<file path="src/hw/rtl/bdq_pkg.sv">
// ----------------------------------------------------------------------------
// bdq_pkg
// Shared types and constants for the bounded deque with indexed read.
// ----------------------------------------------------------------------------
package bdq_pkg;

  // field widths of the item ports
  localparam int unsigned CMD_W  = 3;
  localparam int unsigned DATA_W = 32;
  localparam int unsigned IDX_W  = 6;
  localparam int unsigned CNT_W  = 7;
  localparam int unsigned STAT_W = 2;

  // parameter defaults
  localparam int unsigned DEPTH_DEF = 64;
  localparam int unsigned WIDTH_DEF = 32;

  // capacity after reset
  localparam logic [CNT_W-1:0] CAP_RESET = 7'd64;

  typedef enum logic [CMD_W-1:0] {
    CMD_INS_HEAD = 3'd0,
    CMD_INS_TAIL = 3'd1,
    CMD_REM_HEAD = 3'd2,
    CMD_REM_TAIL = 3'd3,
    CMD_RD_HEAD  = 3'd4,
    CMD_RD_TAIL  = 3'd5,
    CMD_RD_INDEX = 3'd6,
    CMD_SIZE     = 3'd7
  } cmd_e;

  typedef enum logic [STAT_W-1:0] {
    ST_OK    = 2'd0,
    ST_FULL  = 2'd1,
    ST_EMPTY = 2'd2,
    ST_RANGE = 2'd3
  } status_e;

  // result of one command, minus the read word that the memory returns later
  typedef struct packed {
    logic [CNT_W-1:0] count;
    status_e          status;
    logic             rd;
  } res_t;

endpackage

</file>
<file path="src/hw/rtl/bdq_ram.sv">
// ----------------------------------------------------------------------------
// bdq_ram
// Entry store: one write port, one read port, registered read data.
// ----------------------------------------------------------------------------
module bdq_ram #(
  parameter int unsigned DEPTH = bdq_pkg::DEPTH_DEF,
  parameter int unsigned WIDTH = bdq_pkg::WIDTH_DEF,
  localparam int unsigned AW   = $clog2(DEPTH)
) (
  input  logic             clk_i,
  input  logic             we_i,
  input  logic [AW-1:0]    waddr_i,
  input  logic [WIDTH-1:0] wdata_i,
  input  logic             re_i,
  input  logic [AW-1:0]    raddr_i,
  output logic [WIDTH-1:0] rdata_o
);

  logic [WIDTH-1:0] mem_q [DEPTH];
  logic [WIDTH-1:0] rdata_q;

  // write port
  always_ff @(posedge clk_i) begin
    if (we_i) begin
      mem_q[waddr_i] <= wdata_i;
    end
  end

  // read port, data held until the next read
  always_ff @(posedge clk_i) begin
    if (re_i) begin
      rdata_q <= mem_q[raddr_i];
    end
  end

  assign rdata_o = rdata_q;

endmodule

</file>
<file path="src/hw/rtl/bdq_ctrl.sv">
// ----------------------------------------------------------------------------
// bdq_ctrl
// Head pointer, entry count and capacity; decodes each command into at most one
// memory access and the result status.
// ----------------------------------------------------------------------------
module bdq_ctrl #(
  parameter int unsigned DEPTH = bdq_pkg::DEPTH_DEF,
  parameter int unsigned WIDTH = bdq_pkg::WIDTH_DEF,
  localparam int unsigned AW   = $clog2(DEPTH)
) (
  input  logic                       clk_i,
  input  logic                       rst_ni,
  input  logic                       cfg_we_i,
  input  logic [bdq_pkg::CNT_W-1:0]  cfg_wdata_i,
  input  logic                       acc_i,
  input  logic [bdq_pkg::CMD_W-1:0]  command_i,
  input  logic [bdq_pkg::DATA_W-1:0] entry_data_i,
  input  logic [bdq_pkg::IDX_W-1:0]  index_i,
  output logic                       we_o,
  output logic [AW-1:0]              waddr_o,
  output logic [WIDTH-1:0]           wdata_o,
  output logic                       re_o,
  output logic [AW-1:0]              raddr_o,
  output bdq_pkg::res_t              res_o
);

  // slot arithmetic width: holds head plus any offset, and DEPTH itself
  localparam int unsigned SW = ((AW > bdq_pkg::CNT_W) ? AW : bdq_pkg::CNT_W) + 1;

  logic [AW-1:0]             head_q, head_d;
  logic [bdq_pkg::CNT_W-1:0] count_q, count_d;
  logic [bdq_pkg::CNT_W-1:0] cap_q;
  logic [SW-1:0]             cap_eff;
  logic [SW-1:0]             off;
  logic [SW-1:0]             sum;
  logic [AW-1:0]             slot;
  logic [AW-1:0]             head_dec;
  logic [63:0]               data_ext;
  bdq_pkg::cmd_e             cmd;
  bdq_pkg::status_e          status;
  logic                      empty;
  logic                      full;
  logic                      rd;

  assign cmd   = bdq_pkg::cmd_e'(command_i);
  assign empty = (count_q == '0);

  // capacity saturates at the store depth
  assign cap_eff = (SW'(cap_q) > SW'(DEPTH)) ? SW'(DEPTH) : SW'(cap_q);
  assign full    = (SW'(count_q) >= cap_eff);

  // offset from the head for the one ring slot this command touches
  always_comb begin
    unique case (cmd)
      bdq_pkg::CMD_INS_TAIL: off = SW'(count_q);
      bdq_pkg::CMD_REM_HEAD: off = SW'(1);
      bdq_pkg::CMD_RD_TAIL:  off = SW'(count_q) - SW'(1);
      bdq_pkg::CMD_RD_INDEX: off = SW'(index_i);
      default:               off = '0;
    endcase
  end

  // ring wrap: offset is below DEPTH whenever the slot is used, so one subtract suffices
  always_comb begin
    sum = SW'(head_q) + off;
    if (sum >= SW'(DEPTH)) begin
      sum = sum - SW'(DEPTH);
    end
  end
  assign slot     = sum[AW-1:0];
  assign head_dec = (head_q == '0) ? AW'(DEPTH - 1) : head_q - AW'(1);

  // command decode
  always_comb begin
    head_d  = head_q;
    count_d = count_q;
    status  = bdq_pkg::ST_OK;
    rd      = 1'b0;
    we_o    = 1'b0;
    waddr_o = slot;
    unique case (cmd)
      bdq_pkg::CMD_INS_HEAD, bdq_pkg::CMD_INS_TAIL: begin
        if (full) begin
          status = bdq_pkg::ST_FULL;
        end else begin
          we_o    = acc_i;
          count_d = count_q + 1'b1;
          if (cmd == bdq_pkg::CMD_INS_HEAD) begin
            head_d  = head_dec;
            waddr_o = head_dec;
          end
        end
      end
      bdq_pkg::CMD_REM_HEAD, bdq_pkg::CMD_REM_TAIL: begin
        if (empty) begin
          status = bdq_pkg::ST_EMPTY;
        end else begin
          count_d = count_q - 1'b1;
          if (cmd == bdq_pkg::CMD_REM_HEAD) begin
            head_d = slot;
          end
        end
      end
      bdq_pkg::CMD_RD_HEAD, bdq_pkg::CMD_RD_TAIL, bdq_pkg::CMD_RD_INDEX: begin
        if (empty) begin
          status = bdq_pkg::ST_EMPTY;
        end else if (cmd == bdq_pkg::CMD_RD_INDEX &&
                     bdq_pkg::CNT_W'(index_i) >= count_q) begin
          status = bdq_pkg::ST_RANGE;
        end else begin
          rd = 1'b1;
        end
      end
      default: begin
      end
    endcase
  end

  assign data_ext = 64'(entry_data_i);
  assign wdata_o  = data_ext[WIDTH-1:0];
  assign re_o     = acc_i & rd;
  assign raddr_o  = slot;

  assign res_o.count  = count_d;
  assign res_o.status = status;
  assign res_o.rd     = rd;

  // pointer and count update on each accepted item
  always_ff @(posedge clk_i or negedge rst_ni) begin
    if (!rst_ni) begin
      head_q  <= '0;
      count_q <= '0;
    end else if (acc_i) begin
      head_q  <= head_d;
      count_q <= count_d;
    end
  end

  // capacity register
  always_ff @(posedge clk_i or negedge rst_ni) begin
    if (!rst_ni) begin
      cap_q <= bdq_pkg::CAP_RESET;
    end else if (cfg_we_i) begin
      cap_q <= cfg_wdata_i;
    end
  end

  // count never exceeds the store depth
  a_count_bound: assert property (@(posedge clk_i) disable iff (!rst_ni)
    SW'(count_q) <= SW'(DEPTH))
    else $error("entry count above depth");

  // a refused insert leaves the count alone
  a_full_hold: assert property (@(posedge clk_i) disable iff (!rst_ni)
    acc_i && status == bdq_pkg::ST_FULL |=> $stable(count_q))
    else $error("count changed on full insert");

  // head moves only on a successful head insert or head removal
  a_head_hold: assert property (@(posedge clk_i) disable iff (!rst_ni)
    !(acc_i && status == bdq_pkg::ST_OK &&
      (cmd == bdq_pkg::CMD_INS_HEAD || cmd == bdq_pkg::CMD_REM_HEAD))
    |=> $stable(head_q))
    else $error("head pointer moved unexpectedly");

  // memory is written only by an accepted insert that was not refused
  a_write_ok: assert property (@(posedge clk_i) disable iff (!rst_ni)
    we_o |-> acc_i && status == bdq_pkg::ST_OK &&
             (cmd == bdq_pkg::CMD_INS_HEAD || cmd == bdq_pkg::CMD_INS_TAIL))
    else $error("stray memory write");

endmodule

</file>
<file path="src/hw/rtl/bdq_outbuf.sv">
// ----------------------------------------------------------------------------
// bdq_outbuf
// Result staging: one stage waits for the memory read word, one output
// register faces the downstream channel.
// ----------------------------------------------------------------------------
module bdq_outbuf #(
  parameter int unsigned WIDTH = bdq_pkg::WIDTH_DEF
) (
  input  logic                        clk_i,
  input  logic                        rst_ni,
  input  logic                        acc_i,
  input  bdq_pkg::res_t               res_i,
  input  logic [WIDTH-1:0]            rdata_i,
  output logic                        ready_o,
  output logic                        out_valid_o,
  input  logic                        out_stall_i,
  output logic [bdq_pkg::DATA_W-1:0]  read_data_o,
  output logic [bdq_pkg::CNT_W-1:0]   count_o,
  output logic [bdq_pkg::STAT_W-1:0]  status_o
);

  logic                        p_valid_q;
  bdq_pkg::res_t               p_q;
  logic                        out_valid_q;
  logic [bdq_pkg::DATA_W-1:0]  rdata_q;
  logic [bdq_pkg::CNT_W-1:0]   count_q;
  bdq_pkg::status_e            status_q;
  logic                        out_free;
  logic                        p_move;
  logic [63:0]                 rdata_ext;

  assign out_free = !out_valid_q || !out_stall_i;
  assign p_move   = p_valid_q && out_free;
  assign ready_o  = !p_valid_q || out_free;

  assign rdata_ext = 64'(rdata_i);

  // control: stage and output valid
  always_ff @(posedge clk_i or negedge rst_ni) begin
    if (!rst_ni) begin
      p_valid_q   <= 1'b0;
      out_valid_q <= 1'b0;
    end else begin
      p_valid_q   <= acc_i || (p_valid_q && !p_move);
      out_valid_q <= p_move || (out_valid_q && out_stall_i);
    end
  end

  // payload: stage takes the decoded result, output takes the read word and the staged result
  always_ff @(posedge clk_i) begin
    if (acc_i) begin
      p_q <= res_i;
    end
    if (p_move) begin
      rdata_q  <= p_q.rd ? rdata_ext[bdq_pkg::DATA_W-1:0] : '0;
      count_q  <= p_q.count;
      status_q <= p_q.status;
    end
  end

  assign out_valid_o = out_valid_q;
  assign read_data_o = rdata_q;
  assign count_o     = count_q;
  assign status_o    = status_q;

  // an item is never taken while the stage is full and cannot drain
  a_no_overrun: assert property (@(posedge clk_i) disable iff (!rst_ni)
    acc_i |-> !p_valid_q || p_move)
    else $error("result stage overrun");

  // a failed or non-read item carries a zero word
  a_zero_word: assert property (@(posedge clk_i) disable iff (!rst_ni)
    out_valid_q && status_q != bdq_pkg::ST_OK |-> rdata_q == '0)
    else $error("nonzero read word on error");

  // a waiting stage drains once the output is free
  a_drain: assert property (@(posedge clk_i) disable iff (!rst_ni)
    p_valid_q && out_free |=> out_valid_q)
    else $error("stage did not drain");

endmodule

</file>
<file path="src/hw/rtl/bounded_deque_with_indexed_read_top.sv">
// ----------------------------------------------------------------------------
// bounded_deque_with_indexed_read_top
// Bounded double-ended queue in a ring memory with an indexed read.
//
//   channel   handshake               payload
//   in        in_valid_i / in_stall_o  command_i, entry_data_i, index_i
//   out       out_valid_o / out_stall_i read_data_o, count_o, status_o
//   cfg       cfg_we_i                 cfg_wdata_i (capacity)
//
// One item per cycle sustained unless a stalled output backs up both stages.
// Each item makes at most one access to the single-port-per-side ring memory
// at its accept edge; pointer and count update at that same edge.
// Reset clears head pointer and count and sets capacity to 64; no clearing pass.
// A stalled output holds one result and one more in the read stage, then
// in_stall_o rises.
// ----------------------------------------------------------------------------
module bounded_deque_with_indexed_read_top #(
  parameter int unsigned DEPTH = bdq_pkg::DEPTH_DEF,
  parameter int unsigned WIDTH = bdq_pkg::WIDTH_DEF
) (
  input  logic                        clk_i,
  input  logic                        rst_ni,
  input  logic                        cfg_we_i,
  input  logic [bdq_pkg::CNT_W-1:0]   cfg_wdata_i,
  input  logic                        in_valid_i,
  output logic                        in_stall_o,
  input  logic [bdq_pkg::CMD_W-1:0]   command_i,
  input  logic [bdq_pkg::DATA_W-1:0]  entry_data_i,
  input  logic [bdq_pkg::IDX_W-1:0]   index_i,
  output logic                        out_valid_o,
  input  logic                        out_stall_i,
  output logic [bdq_pkg::DATA_W-1:0]  read_data_o,
  output logic [bdq_pkg::CNT_W-1:0]   count_o,
  output logic [bdq_pkg::STAT_W-1:0]  status_o
);

  localparam int unsigned AW = $clog2(DEPTH);

  logic             ready;
  logic             acc;
  logic             we;
  logic [AW-1:0]    waddr;
  logic [WIDTH-1:0] wdata;
  logic             re;
  logic [AW-1:0]    raddr;
  logic [WIDTH-1:0] rdata;
  bdq_pkg::res_t    res;

  // input handshake
  assign in_stall_o = !ready;
  assign acc        = in_valid_i && ready;

  // command decode and queue state
  bdq_ctrl #(
    .DEPTH (DEPTH),
    .WIDTH (WIDTH)
  ) u_ctrl (
    .clk_i        (clk_i),
    .rst_ni       (rst_ni),
    .cfg_we_i     (cfg_we_i),
    .cfg_wdata_i  (cfg_wdata_i),
    .acc_i        (acc),
    .command_i    (command_i),
    .entry_data_i (entry_data_i),
    .index_i      (index_i),
    .we_o         (we),
    .waddr_o      (waddr),
    .wdata_o      (wdata),
    .re_o         (re),
    .raddr_o      (raddr),
    .res_o        (res)
  );

  // entry ring
  bdq_ram #(
    .DEPTH (DEPTH),
    .WIDTH (WIDTH)
  ) u_ram (
    .clk_i   (clk_i),
    .we_i    (we),
    .waddr_i (waddr),
    .wdata_i (wdata),
    .re_i    (re),
    .raddr_i (raddr),
    .rdata_o (rdata)
  );

  // result staging
  bdq_outbuf #(
    .WIDTH (WIDTH)
  ) u_outbuf (
    .clk_i       (clk_i),
    .rst_ni      (rst_ni),
    .acc_i       (acc),
    .res_i       (res),
    .rdata_i     (rdata),
    .ready_o     (ready),
    .out_valid_o (out_valid_o),
    .out_stall_i (out_stall_i),
    .read_data_o (read_data_o),
    .count_o     (count_o),
    .status_o    (status_o)
  );

endmodule

</file>
<file path="config.mk">
export PLATFORM = sky130hd
export DESIGN_NAME = bounded_deque_with_indexed_read_top
export DESIGN_NICKNAME = d
export VERILOG_FILES = /design/src/hw/rtl/bdq_pkg.sv /design/src/hw/rtl/bdq_ram.sv /design/src/hw/rtl/bdq_ctrl.sv /design/src/hw/rtl/bdq_outbuf.sv /design/src/hw/rtl/bounded_deque_with_indexed_read_top.sv
export SDC_FILE = /design/constraint.sdc
export NUM_CORES = 2
export LEC_CHECK = 0
export BUFFER_PORTS_ARGS = -buffer_cell sky130_fd_sc_hd__buf_4
export CAP_MARGIN = 15
export CORE_UTILIZATION = 34
export CTS_BUF_LIST = sky130_fd_sc_hd__clkbuf_8
export DETAILED_ROUTE_END_ITERATION = 7
export PLACE_DENSITY_LB_ADDON = 0.1
export SLEW_MARGIN = 15
export SYNTH_ARGS = -nofsm -noshare
export SYNTH_HDL_FRONTEND = slang
export SYNTH_HIERARCHICAL = 1
export SYNTH_SLANG_ARGS = --single-unit
</file>
<file path="constraint.sdc">
create_clock -name clk_i -period 16.2 [get_ports clk_i]
set_input_delay 1.62 -clock clk_i [delete_from_list [all_inputs] [get_ports clk_i]]
set_output_delay 1.62 -clock clk_i [all_outputs]
set_load 0.03 [all_outputs]
</file>
==> flow_metrics.env <==
export IMPL_status="finished, final reports clean"
export IMPL_powerDensity_nw_per_um2=178
export IMPL_p_int_mw=11.0
export IMPL_critPathKind="reg -> reg"
export IMPL_syn_avg_cell_area_um2=22.2
export IMPL_grt_first_pass_wirelength_mm=343
export IMPL_synth_edff_count=2131
export IMPL_fillers=21807
export IMPL_ys_flop_type="edfxtp_1"
export IMPL_yosysWarnings=6
export IMPL_start_util_pct=34.2
export IMPL_area_sequential_um2=64500
export IMPL_grt_overflow=0
export IMPL_reg2regPathDepth=14
export IMPL_power_total_mw=16.9
export IMPL_synthArstFlopShare_pct=1.02
export IMPL_critical_path_arrival_ns=7.99
export IMPL_crit_path_top_delay_cell="fa_4"
export IMPL_r2r_start="u_ctrl/count_q[0]"
export IMPL_grt_pass1_vias=42424
export IMPL_post_route_period_util_pct=44.8
export IMPL_r2r_slack_ns=8.95
export IMPL_viasPerCell=5.35
export IMPL_cts_hold_buffers=0
export IMPL_synth_most_common_cell="edfxtp_1"
export IMPL_final_setup_skew_ns=0.0717
export IMPL_cts_root_buffer="clkbuf_8"
export IMPL_fmax_mhz=138
export IMPL_synthDistinctLibCells=77
export IMPL_via_count=40710
export IMPL_clkPwrFrac_pct=26.6
export IMPL_worstPathCellList="inv_1 > ha_1 > o21ai_0 > nand2_1 > o31ai_1 > and2_1 > fa_4 > buf_4 > buf_4 > buf_4 > mux4_2 > mux4_2 > o22ai_1 > nor2_1"
export IMPL_synth_seq_area_share_pct=77.3
export IMPL_synth_area_leaders="edfxtp_1 (77%), mux4_2 (15%), mux2i_1 (1.2%), nor2_1 (0.70%), o22ai_1 (0.66%)"
export IMPL_cts_tree="built"
export IMPL_path_clk_slew_ns=0.06
export IMPL_cp_startpoint="u_ctrl/count_q[0]"
export IMPL_drt_antenna_violating_nets=0
export IMPL_antenna_found_initial=26
export IMPL_final_cells=7608
export IMPL_cts_max_level=5
export IMPL_numCtsBuffers=385
export IMPL_grt_max_degree=114
export IMPL_ioPinCount=96
export IMPL_clk_latency_ns=1.09
export IMPL_portBuffers=95
export IMPL_drcViolationCount=0
export IMPL_slew_violations=0
export IMPL_post_cts_buffers=0
export IMPL_p_sw_mw=5.86
export IMPL_ys_ff_latch=2153
export IMPL_drive_gt1_share_pct=30.0
export IMPL_worstSetupEndpoint="u_ram/rdata_o[6]"
export IMPL_gp_congestion=0.762
export IMPL_drt_pass1_iter_count=5
export IMPL_crit_path_start_kind="register"
export IMPL_rsz0062_at_grt="no"
export IMPL_slew_headroom_pct=20.9
export IMPL_die_area_um2=247000
export IMPL_worst_setup_path_end_kind="register"
export IMPL_die_width_um=497
export IMPL_hp_class="reg -> reg"
export IMPL_grt_util_all_layers_pct=19.8
export IMPL_cts_resized_gates=0
export IMPL_cp_slowest_stage_delay_ns=1.18
export IMPL_maxCapViolCount=0
export IMPL_hold_viol_final=0
export IMPL_totalNegativeSetupSlack_ns=0
export IMPL_die_h_um=497
export IMPL_place_hpwl_mm=128
export IMPL_synth_fp_nets=3840
export IMPL_final_min_clock_period_ns=7.25
export IMPL_area_growth_synth_to_final_pct=13.9
export IMPL_drt_initial_drc_count=3443
export IMPL_min_delay_start="u_outbuf/p_q[6]"
export IMPL_crit_fanout=49
export IMPL_synth_top_area_share_pct=76.7
export IMPL_synth_cells=3760
export IMPL_place_inst=6935
export IMPL_cts_sinks=2153
export IMPL_setup_viol=0
export IMPL_nets=4200
export IMPL_yosysTopAreaCell="edfxtp_1"
export IMPL_netSwitchingFraction_pct=34.7
export IMPL_p_leak_nw=30.0
export IMPL_worst_path_most_repeated_cell="buf_4"
export IMPL_rr_endpoint="u_ram/rdata_o[6]"
export IMPL_pwr_share_seq_pct=37.8
export IMPL_core_um2=244000
export IMPL_syn_cell_area_um2=83500
export IMPL_rows=181
export IMPL_post_drt_wl_per_cell_um=32.4
export IMPL_cp_required_ns=16.94
export IMPL_routed_wl_mm=246
export IMPL_synth_common_cells="edfxtp_1 (2131), mux4_2 (544), nor2_1 (156)"
export IMPL_clockBufferDepth=4
export IMPL_multiInputGateArea_um2=18200
export IMPL_combPwrFrac_pct=35.6
export IMPL_tightest_slew_ns=1.19
export IMPL_vdd_drop_max_v=0.000197
-- cell usage in the layout (no fill, tap or decap), types with 6 or more instances in the layout --
cell type / count
clkbuf_8: 397
o221ai_1: 30
and2_2: 32
a21oi_1: 78
mux2i_1: 97
nor2_1: 94
o21ai_0: 19
ha_1: 25
nand2b_1: 9
o22ai_1: 88
nand3b_1: 7
inv_1: 127
nand4_1: 6
a21o_1: 9
edfxtp_1: 2131
nor3_1: 12
a311oi_1: 8
clkinvlp_4: 6
mux2_2: 9
and3_1: 7
nand2_1: 56
nand3_1: 19
clkinv_1: 116
mux4_2: 544
a22oi_1: 15
clkinv_2: 22
a31oi_1: 7
dfrtp_1: 21
diode_2: 17
nor2_4: 62
and2_1: 6
buf_4: 203
xnor2_1: 7
nor2b_1: 23
-- layer usage --
metal	part of all wire (%)	vias up	GRT usage, %
met5	0.0053	-	0
met1	45	22491	27.9
li1	-	16658	-
met2	49	1170	32.4
met4	2.0	2	4.81
met3	4.7	389	2.91
-- registers in the layout (all words and copies together), names as in the netlist --
signal and flops:
u_ram/rdata_o 32, u_outbuf/read_data_o 32, u_outbuf/count_o 7, u_outbuf/out_valid_o 1, u_ctrl/count_q 7, u_ram/mem_q 2048, u_ctrl/cap_q 7, u_ctrl/head_q 6
u_outbuf/status_o 2, u_outbuf/p_q 10, u_outbuf/p_valid_q 1
-- layout make-up --
type	count	share of cell area, %
multi-input combinational	1355	19.1
clock buffer	397	5.75
tap	3202	4.22
clock inverter	259	1.17
antenna	17	0.0448
sequential	2153	67.9
inverter	18	0.0711
timing repair buffer	207	1.69
-- power groups by stage --
stage / clock [mW] / combinational [mW] / sequential [mW]
2_1_floorplan: 0 / 4.01 / 6.47
3_3_place_gp: 0 / 6.13 / 6.52
3_5_place_dp: 0 / 6.12 / 6.51
4_1_cts: 4.64 / 6.13 / 6.40
5_1_grt: 4.86 / 6.39 / 6.40
6_report: 4.49 / 6.01 / 6.39
-- cell families after synthesis --
logic type	Yosys count	synth area share, %
xor gates and xnor gates	11	0.115
AOI/OAI and AO/OA	305	2.45
DFF	2153	77.3
muxes	651	16.0
buffers and inverters	252	1.55
adders and majority gates	27	0.414
and+or+nand+nor	361	2.15
-- through the flow --
step                setup WS [ns]  hold slack [ns]  utilization [%]  instance area (µm²)
floorplan                    9.33            0.400                -                83500
global placement             7.84            0.403             36.3                88400
detailed placement           7.88            0.405             36.3                88400
CTS                          8.93            0.397             39.0                95000
global route                 8.68            0.419             39.0                95000
finish                       8.95            0.416             39.0                95000
-- worst max-delay path, delay by kind of cell, from the launching register on --
kind / cells / cell delay [ns]
flip-flops: 1 / 0.60
multiplexers: 2 / 0.92
buffers and inverters: 4 / 2.32
AND/OR/NAND/NOR: 3 / 0.39
AO/OA/AOI/OAI: 3 / 0.95
adder cells (fa/ha/maj): 2 / 1.62
-- how the worst min path moves through the flow --
stage                           end  slack [ns]  cells after the start
4_1_cts            u_ctrl/head_q[2]        0.40                      1
5_1_grt         u_outbuf/count_o[3]        0.42                      0
6_report        u_outbuf/count_o[3]        0.42                      0
3_5_place_dp   u_outbuf/status_o[1]        0.40                      0
2_1_floorplan   u_outbuf/count_o[0]        0.40                      0
3_3_place_gp    u_outbuf/count_o[0]        0.40                      0
Power figures use the tool's default switching activity.
